$ cat config.mk
export PLATFORM = sky130hd
export DESIGN_NAME = averaging_period_frequency_meter_core
export DESIGN_NICKNAME = d
export VERILOG_FILES = /design/src/hdl/apfm_pkg.sv /design/src/hdl/apfm_front.sv /design/src/hdl/apfm_queue.sv /design/src/hdl/apfm_back.sv /design/src/hdl/averaging_period_frequency_meter_core.sv
export VERILOG_INCLUDE_DIRS = /design/src /design/src/hdl
export SDC_FILE = /design/constraint.sdc
export NUM_CORES = 1
export LEC_CHECK = 0
export BUFFER_PORTS_ARGS = -buffer_cell sky130_fd_sc_hd__clkbuf_2
export CAP_MARGIN = 20
export CORE_MARGIN = 8
export CORE_UTILIZATION = 45
export DETAILED_ROUTE_END_ITERATION = 8
export PLACE_DENSITY_LB_ADDON = 0.25
export SLEW_MARGIN = 20
export SYNTH_ARGS = -nofsm -noshare
export SYNTH_HDL_FRONTEND = slang
export SYNTH_SLANG_ARGS = --single-unit
$ cat constraint.sdc
create_clock -name clk -period 11.15 [get_ports clk]
set_input_delay 1.115 -clock clk [delete_from_list [all_inputs] [get_ports clk]]
set_output_delay 1.115 -clock clk [all_outputs]
set_load 0.05 [all_outputs]
$ cat src/hdl/assert_macros.svh
// Assertion macros shared by the RTL of the frequency meter.
// No dependencies; included by files that carry concurrent checks.
`ifndef ASSERT_MACROS_SVH
`define ASSERT_MACROS_SVH
`ifndef SYNTHESIS
// Check an implication on every clock edge outside reset.
`define ASSERT_CLK(lbl, clk, rst_n, prop, msg) \
  lbl: assert property (@(posedge clk) disable iff (!rst_n) prop) else $error(msg);
// Check that a condition never holds outside reset.
`define ASSERT_NEVER(lbl, clk, rst_n, expr, msg) \
  lbl: assert property (@(posedge clk) disable iff (!rst_n) !(expr)) else $error(msg);
`else
`define ASSERT_CLK(lbl, clk, rst_n, prop, msg)
`define ASSERT_NEVER(lbl, clk, rst_n, expr, msg)
`endif
`endif

$ cat src/hdl/apfm_pkg.sv
// Package of the averaging frequency meter: widths, codes and link types.
// No dependencies; imported by every module of the block.
package apfm_pkg;

  localparam int CAP_W    = 16;
  localparam int CLK_W    = 25;
  localparam int PERIOD_W = 32;
  localparam int ACC_W    = 39;
  localparam int SUM_W    = 36;
  localparam int FREQ_W   = 33;
  localparam int OUT_W    = 72;

  localparam int          DEF_PERIODS = 10;
  localparam logic [CLK_W-1:0] CLK_RESET = 25'd7995392;
  localparam logic [FREQ_W-1:0] FREQ_MAX = {FREQ_W{1'b1}};
  localparam logic [SUM_W-1:0]  SUM_MAX  = {SUM_W{1'b1}};

  // Event kinds carried on tuser
  localparam logic KIND_CAPTURE  = 1'b0;
  localparam logic KIND_OVERFLOW = 1'b1;

  // Front to queue: finished period sum
  typedef struct packed {
    logic             push;
    logic [ACC_W-1:0] sum;
  } push_t;

  // Queue to back: oldest queued sum
  typedef struct packed {
    logic             valid;
    logic [ACC_W-1:0] sum;
  } head_t;

  typedef enum logic [1:0] {
    BK_IDLE,
    BK_DIV,
    BK_WRITE
  } bk_state_t;

endpackage

$ cat src/hdl/apfm_front.sv
// Front of the frequency meter: classifies events and accumulates periods.
// Depends on apfm_pkg; feeds finished sums to apfm_queue.
module apfm_front #(
  parameter int PERIODS_PER_RESULT = apfm_pkg::DEF_PERIODS
) (
  input  logic                      clk,
  input  logic                      rst_n,
  input  logic                      accept,
  input  logic                      kind,
  input  logic [apfm_pkg::CAP_W-1:0] capture_value,
  output apfm_pkg::push_t           push
);
  import apfm_pkg::*;

  localparam int DONE_W = $clog2(PERIODS_PER_RESULT + 1);

  logic              awaiting_r, awaiting_nxt;
  logic [CAP_W-1:0]  start_r, start_nxt;
  logic [CAP_W-1:0]  ovf_r, ovf_nxt;
  logic [DONE_W-1:0] done_r, done_nxt;
  logic [ACC_W-1:0]  acc_r, acc_nxt;
  logic [PERIOD_W-1:0] period;
  logic [ACC_W-1:0]  acc_sum;
  logic [DONE_W-1:0] done_inc;

  // overflow count sits above the end stamp; wrap modulo 2^32
  assign period   = {ovf_r, capture_value} - {{(PERIOD_W-CAP_W){1'b0}}, start_r};
  assign acc_sum  = acc_r + ACC_W'(period);
  assign done_inc = done_r + DONE_W'(1);

  always_comb begin
    awaiting_nxt = awaiting_r;
    start_nxt    = start_r;
    ovf_nxt      = ovf_r;
    done_nxt     = done_r;
    acc_nxt      = acc_r;
    push.push    = 1'b0;
    push.sum     = acc_sum;
    if (accept) begin
      if (kind == KIND_OVERFLOW) begin
        if (ovf_r != {CAP_W{1'b1}}) begin
          ovf_nxt = ovf_r + CAP_W'(1);
        end
      end else if (!awaiting_r) begin
        start_nxt    = capture_value;
        ovf_nxt      = '0;
        awaiting_nxt = 1'b1;
      end else begin
        awaiting_nxt = 1'b0;
        if (done_inc == DONE_W'(PERIODS_PER_RESULT)) begin
          push.push = 1'b1;
          acc_nxt   = '0;
          done_nxt  = '0;
          ovf_nxt   = '0;
        end else begin
          acc_nxt  = acc_sum;
          done_nxt = done_inc;
        end
      end
    end
  end

  always_ff @(posedge clk) begin
    if (!rst_n) begin
      awaiting_r <= 1'b0;
      start_r    <= '0;
      ovf_r      <= '0;
      done_r     <= '0;
      acc_r      <= '0;
    end else begin
      awaiting_r <= awaiting_nxt;
      start_r    <= start_nxt;
      ovf_r      <= ovf_nxt;
      done_r     <= done_nxt;
      acc_r      <= acc_nxt;
    end
  end

endmodule

$ cat src/hdl/apfm_queue.sv
// Two-entry queue of period sums between front and back of the meter.
// Depends on apfm_pkg.
module apfm_queue (
  input  logic            clk,
  input  logic            rst_n,
  input  apfm_pkg::push_t push,
  input  logic            pop,
  output apfm_pkg::head_t head,
  output logic            full
);
  import apfm_pkg::*;

  logic [ACC_W-1:0] entry_r [2];
  logic             wr_ptr_r, wr_ptr_nxt;
  logic             rd_ptr_r, rd_ptr_nxt;
  logic [1:0]       cnt_r, cnt_nxt;

  assign full       = (cnt_r == 2'd2);
  assign head.valid = (cnt_r != 2'd0);
  assign head.sum   = entry_r[rd_ptr_r];

  always_comb begin
    wr_ptr_nxt = push.push ? ~wr_ptr_r : wr_ptr_r;
    rd_ptr_nxt = pop ? ~rd_ptr_r : rd_ptr_r;
    cnt_nxt    = cnt_r + 2'(push.push) - 2'(pop);
  end

  always_ff @(posedge clk) begin
    if (!rst_n) begin
      wr_ptr_r <= 1'b0;
      rd_ptr_r <= 1'b0;
      cnt_r    <= '0;
    end else begin
      wr_ptr_r <= wr_ptr_nxt;
      rd_ptr_r <= rd_ptr_nxt;
      cnt_r    <= cnt_nxt;
    end
  end

  always_ff @(posedge clk) begin
    if (push.push) begin
      entry_r[wr_ptr_r] <= push.sum;
    end
  end

endmodule

$ cat src/hdl/apfm_back.sv
// Back of the frequency meter: restoring divider and output register.
// Depends on apfm_pkg; takes sums from apfm_queue.
module apfm_back #(
  parameter int PERIODS_PER_RESULT = apfm_pkg::DEF_PERIODS
) (
  input  logic                        clk,
  input  logic                        rst_n,
  input  logic [apfm_pkg::CLK_W-1:0]  clock_hz,
  input  apfm_pkg::head_t             head,
  output logic                        pop,
  output logic                        out_tvalid,
  input  logic                        out_tready,
  output logic [apfm_pkg::OUT_W-1:0]  out_tdata
);
  import apfm_pkg::*;

  localparam int PW    = $clog2(PERIODS_PER_RESULT + 1);
  localparam int PROD_W = CLK_W + PW;
  localparam int NUM_W = PROD_W + 8;
  localparam int CNT_W = $clog2(NUM_W + 1);
  localparam int REM_W = ACC_W + 1;

  bk_state_t        st_r, st_nxt;
  logic [NUM_W-1:0] quo_r;
  logic [REM_W-1:0] rem_r;
  logic [ACC_W-1:0] div_r;
  logic [CNT_W-1:0] cnt_r;
  logic             step, load_out;
  logic [PROD_W-1:0] prod;
  logic [REM_W-1:0] rem_sh;
  logic             ge;
  logic             out_valid_r;
  logic [SUM_W-1:0] sum_out_r;
  logic [FREQ_W-1:0] freq_out_r;
  logic [SUM_W-1:0] sum_sat;
  logic [FREQ_W-1:0] freq_sat;

  // next state
  always_comb begin
    st_nxt = st_r;
    unique case (st_r)
      BK_IDLE:  if (head.valid) st_nxt = BK_DIV;
      BK_DIV:   if (cnt_r == CNT_W'(1)) st_nxt = BK_WRITE;
      BK_WRITE: if (!out_valid_r || out_tready) st_nxt = BK_IDLE;
      default:  st_nxt = BK_IDLE;
    endcase
  end

  // state outputs
  always_comb begin
    pop      = 1'b0;
    step     = 1'b0;
    load_out = 1'b0;
    unique case (st_r)
      BK_IDLE:  pop = head.valid;
      BK_DIV:   step = 1'b1;
      BK_WRITE: load_out = !out_valid_r || out_tready;
      default:  ;
    endcase
  end

  always_ff @(posedge clk) begin
    if (!rst_n) begin
      st_r <= BK_IDLE;
    end else begin
      st_r <= st_nxt;
    end
  end

  assign prod   = PROD_W'(clock_hz) * PROD_W'(PERIODS_PER_RESULT);
  assign rem_sh = {rem_r[ACC_W-1:0], quo_r[NUM_W-1]};
  assign ge     = (rem_sh >= {1'b0, div_r});

  // one quotient bit per cycle; a zero divisor yields all ones, which saturates
  always_ff @(posedge clk) begin
    if (pop) begin
      quo_r <= {prod, 8'd0};
      rem_r <= '0;
      div_r <= head.sum;
      cnt_r <= CNT_W'(NUM_W);
    end else if (step) begin
      quo_r <= {quo_r[NUM_W-2:0], ge};
      rem_r <= ge ? (rem_sh - {1'b0, div_r}) : rem_sh;
      cnt_r <= cnt_r - CNT_W'(1);
    end
  end

  assign sum_sat  = (|div_r[ACC_W-1:SUM_W]) ? SUM_MAX : div_r[SUM_W-1:0];
  assign freq_sat = (|quo_r[NUM_W-1:FREQ_W]) ? FREQ_MAX : quo_r[FREQ_W-1:0];

  always_ff @(posedge clk) begin
    if (!rst_n) begin
      out_valid_r <= 1'b0;
    end else if (load_out) begin
      out_valid_r <= 1'b1;
    end else if (out_tready) begin
      out_valid_r <= 1'b0;
    end
  end

  always_ff @(posedge clk) begin
    if (load_out) begin
      sum_out_r  <= sum_sat;
      freq_out_r <= freq_sat;
    end
  end

  assign out_tvalid = out_valid_r;
  assign out_tdata  = {{(OUT_W-SUM_W-FREQ_W){1'b0}}, freq_out_r, sum_out_r};

endmodule

$ cat src/hdl/averaging_period_frequency_meter_core.sv
// Averaging reciprocal frequency meter. Timer events arrive on the input
// stream: tuser 0 is an edge capture (tdata holds the 16-bit timer count),
// tuser 1 a timer overflow tick. Captures alternate between the start and
// the end of a period; a period is overflows*65536 + end - start, modulo
// 2^32. Every PERIODS_PER_RESULT periods one result leaves with the period
// sum (saturated to 36 bits) and clock_hz*PERIODS_PER_RESULT*256/sum in Q.8
// hertz (saturated to 33 bits; a zero sum saturates). The front takes one
// event per cycle while the two-entry sum queue has room. The back divides
// one quotient bit per cycle of a NUM_W-bit quotient, where NUM_W is
// 25 + clog2(PERIODS_PER_RESULT+1) + 8, and pops a sum only when idle.
// Write cfg_wr_data only while no group is in flight.
// Depends on apfm_pkg, apfm_front, apfm_queue, apfm_back, assert_macros.svh.
`include "assert_macros.svh"

module averaging_period_frequency_meter_core #(
  parameter int PERIODS_PER_RESULT = apfm_pkg::DEF_PERIODS
) (
  input  logic                        clk,
  input  logic                        rst_n,
  // configuration: timer clock in hertz
  input  logic                        cfg_wr_en,
  input  logic [apfm_pkg::CLK_W-1:0]  cfg_wr_data,
  // event requests
  input  logic                        in_tvalid,
  output logic                        in_tready,
  input  logic [apfm_pkg::CAP_W-1:0]  in_tdata,   // [15:0] capture_value
  input  logic                        in_tuser,   // [0] kind
  // result requests
  output logic                        out_tvalid,
  input  logic                        out_tready,
  output logic [apfm_pkg::OUT_W-1:0]  out_tdata   // [35:0] period_sum, [68:36] frequency_q8
);
  import apfm_pkg::*;

  logic [CLK_W-1:0] clock_hz_r;
  logic             accept;
  logic             q_full;
  logic             pop;
  push_t            push;
  head_t            head;

  // hold the timer clock frequency
  always_ff @(posedge clk) begin
    if (!rst_n) begin
      clock_hz_r <= CLK_RESET;
    end else if (cfg_wr_en) begin
      clock_hz_r <= cfg_wr_data;
    end
  end

  // stall every event while the sum queue is full
  assign in_tready = !q_full;
  assign accept    = in_tvalid && in_tready;

  apfm_front #(
    .PERIODS_PER_RESULT(PERIODS_PER_RESULT)
  ) u_front (
    .clk          (clk),
    .rst_n        (rst_n),
    .accept       (accept),
    .kind         (in_tuser),
    .capture_value(in_tdata),
    .push         (push)
  );

  apfm_queue u_queue (
    .clk  (clk),
    .rst_n(rst_n),
    .push (push),
    .pop  (pop),
    .head (head),
    .full (q_full)
  );

  apfm_back #(
    .PERIODS_PER_RESULT(PERIODS_PER_RESULT)
  ) u_back (
    .clk       (clk),
    .rst_n     (rst_n),
    .clock_hz  (clock_hz_r),
    .head      (head),
    .pop       (pop),
    .out_tvalid(out_tvalid),
    .out_tready(out_tready),
    .out_tdata (out_tdata)
  );

  `ASSERT_NEVER(a_no_push_when_full, clk, rst_n, push.push && q_full, "sum pushed into full queue")
  `ASSERT_NEVER(a_no_pop_when_empty, clk, rst_n, pop && !head.valid, "pop from empty queue")
  `ASSERT_CLK(a_zero_sum_saturates, clk, rst_n, (out_tvalid && (out_tdata[35:0] == 36'd0)) |-> (out_tdata[68:36] == FREQ_MAX), "zero sum must saturate frequency")

endmodule

==> flow_metrics.tcl <==
set metrics [dict create \
    die-area_sq_um 52300 \
    cts_repair_resize_count 0 \
    switchingPower_uw 905 \
    grt_usage_pct 17.0 \
    slew_headroom_pct 33.1 \
    die_height_um 229 \
    postLayoutCellArea_sq_um 22900 \
    rsz0062_at_grt "false" \
    synthXorXnorAreaFrac_pct 5.94 \
    synth-edff-count 214 \
    fp.dieW_um 229 \
    synth_area_sq_um 20400 \
    post_cts_buffers 0 \
    yosys_warnings 0 \
    intPower_mw 2.53 \
    outcome "finished, final reports clean" \
    via_per_inst 5.36 \
    netlist_instances 2003 \
    crit_chain "clkbuf_2, ha_1, nor2b_1, o21ai_0, a21boi_1, o21ai_0, a21boi_1, o41ai_1, a21oi_1, a41oi_2, nand4_1, xnor2_1, ha_1, nand2_1, nor3_1, a31oi_4, o311ai_1, a21o_2, nand3_2, or3_1, a31oi_1" \
    syn2layout_area_growth_pct 12.2 \
    path_class "input port to register" \
    placed_area_sq_um 21400 \
    htreeDepth 2 \
    fp-row-count 78 \
    synth-main-ff-cell "edfxtp_1" \
    muxShareOfSynthArea_pct 4.72 \
    start_util_pct 45.2 \
    fin_crit_sh_pct 52.1 \
    yosysSeqAreaShare_pct 47.5 \
    drc 0 \
    final_common_cell "nand2_1" \
    cts_root_buffer "clkbuf_16" \
    synth_cell_types 83 \
    yosys.area_share.simple_pct 13.4 \
    swShare_pct 26.3 \
    num_antenna_cells 0 \
    ctsHoldBuffers 0 \
    slowest_stage "o41ai_1" \
    post-route-min-period_ps 5810 \
    grt_max_degree 70 \
    final_hold_viol_count 0 \
    hold-worst-slack_ps 454 \
    globalplace.congestion 0.885 \
    leakagePower_nw 9.39 \
    port-buffer-count 117 \
    clock.fmax_mhz 172 \
    crit_path_max_fanout 8 \
    maxSlewViolCount 0 \
    seqPwrFrac_pct 44.4 \
    cp_data_required_time_ps 11630 \
    final_cell_mix "235 x nand2_1, 214 x edfxtp_1, 161 x dfxtp_1, 144 x ha_1, 130 x nor2_1" \
    hold_class "register to register" \
    power_mw 3.43 \
    worstMarginPinSlew_ps 998 \
    avgSynthCellArea_sq_um 10.2 \
    wirelength_um 45900 \
    pwr-share-clk_pct 40.5 \
    fin_setup_tns_ps 0 \
    vias 14600 \
    cts_tree "done" \
    end_kind "register" \
    ant_nets 0 \
    synth_top_family_by_area "compound AO/OA/AOI/OAI gates" \
    hpwl_um 33200 \
    core-area_sq_um 45000 \
    drv_cap 0 \
    clock_path_buffers 3 \
    layout-drive-gt1-share_pct 13.4 \
    critical_path.max_stage_delay_ps 540 \
    cts_buffers 42 \
    power_density_nw_per_um2 150 \
    async_reset_ff_share_pct 0 \
    grt_pass1_wl_um 74500 \
    ios 121 \
    start_kind "input port" \
    irDropWorstVdd_v 0.000138 \
    setup_viol 0 \
    clkSinkCount 376 \
    drt_iter0_markers 986 \
    avgRoutedWirePerCell_um 16.8 \
    antenna_found_initial 0 \
    finalClockSkew_ps 12.8 \
    synth_compound_area_share_pct 15.3 \
    grt_pass1_vias 14500 \
    comb_power_share_pct 15.0 \
    ys_ff_latch 376 \
    synthAdderAreaFrac_pct 9.24 \
    path_clk_slew_ps 60 \
    clk_latency_ps 550 \
    layout.nets 2289 \
    grt_overflow 0 \
    crit_arrival_ps 6290 \
    dr.pass1.iters 5 \
]
## kinds of logic after synthesis
family | Yosys count
xor+xnor | 138
other cells | 1
fa+ha+maj | 148
mux | 91
flops | 376
buf+inv | 190
compound gates | 474
simple gates | 585
## power groups by stage
stage                     Clock (mW)  Combinational, mW  Sequential (mW)
final                           1.39              0.517             1.53
after global routing            1.48              0.576             1.53
after CTS                       1.43              0.516             1.52
after detailed placement           0              0.513             1.55
after global placement             0              0.504             1.55
after floorplan                    0              0.413             1.55
## critical path, delay by kind of cell
kind,cells,cell delay (ps)
xor gates and xnor gates,1,170
and+or+nand+nor,6,1220
AOI/OAI and AO/OA,11,2940
buffers and inverters,1,100
adders and majority gates,2,720
## sequential cells by signal, summed over array words and instances, names as in the netlist
signal	flops
u_front.ovf_r	16
u_queue.rd_ptr_r	1
clock_hz_r	25
u_back.st_r	2
u_front.acc_r	39
u_queue.entry_r	78
u_back.div_r	39
u_back.rem_r	39
u_queue.wr_ptr_r	1
u_back.sum_out_r	36
u_back.out_tvalid	1
u_front.start_r	16
u_front.awaiting_r	1
u_back.quo_r	37
u_back.freq_out_r	33
u_front.done_r	4
u_back.cnt_r	6
u_queue.cnt_r	2
## synth_stat cells (15+ instances only)
cell,count,area [sq um]
mux2i_1,51,510
edfxtp_1,214,6430
nand2_1,235,882
o21ai_0,122,611
a21oi_1,127,636
mux2_2,40,450
nor2_1,131,492
nand3_1,45,225
o21bai_1,15,113
ha_1,144,1800
xnor2_1,82,718
nand2b_1,45,282
clkbuf_1,62,233
inv_1,102,383
nor3_1,23,115
a22o_1,20,175
nand4_1,28,175
nor2b_1,20,125
xor2_1,56,490
dfxtp_1,162,3240
a21o_1,55,413
## stage by stage
stage,worst slack (ps),utilization [%],std cells
floorplan,5650,-,2005
global placement,4900,47.7,2650
detailed placement,4780,47.7,2650
CTS,5360,50.8,2727
global route,4930,50.8,2727
finish,5340,50.8,2727
## final timing paths
check	endpoint	startpoint	slack, ps	cells past startpoint
max	u_front.acc_r[36]$_SDFFE_PN0P_	in_tdata[1]	5340	21
min	u_front.start_r[4]$_SDFFE_PN0P_	u_front.start_r[4]$_SDFFE_PN0P_	450	2
max reg2reg	u_front.acc_r[36]$_SDFFE_PN0P_	u_front.start_r[1]$_SDFFE_PN0P_	5590	21
min reg2reg	u_front.start_r[4]$_SDFFE_PN0P_	u_front.start_r[4]$_SDFFE_PN0P_	450	2
## metal layers
layer	routed length, um	vias up	track usage (%)
li1	-	7375	-
met3	2030	68	3.10
met2	21500	266	28.7
met1	21300	6905	22.2
met5	0	-	0
met4	1030	0	4.89
## layout make-up
class | instances | area, sq um
multi-input combinational | 1439 | 9950
sequential | 376 | 9670
clock buffer | 50 | 1120
inverter | 103 | 387
fill | 4052 | 22100
clock inverter | 27 | 273
tap | 600 | 751
timing repair buffer | 132 | 698
Power figures use the tool's default switching activity.
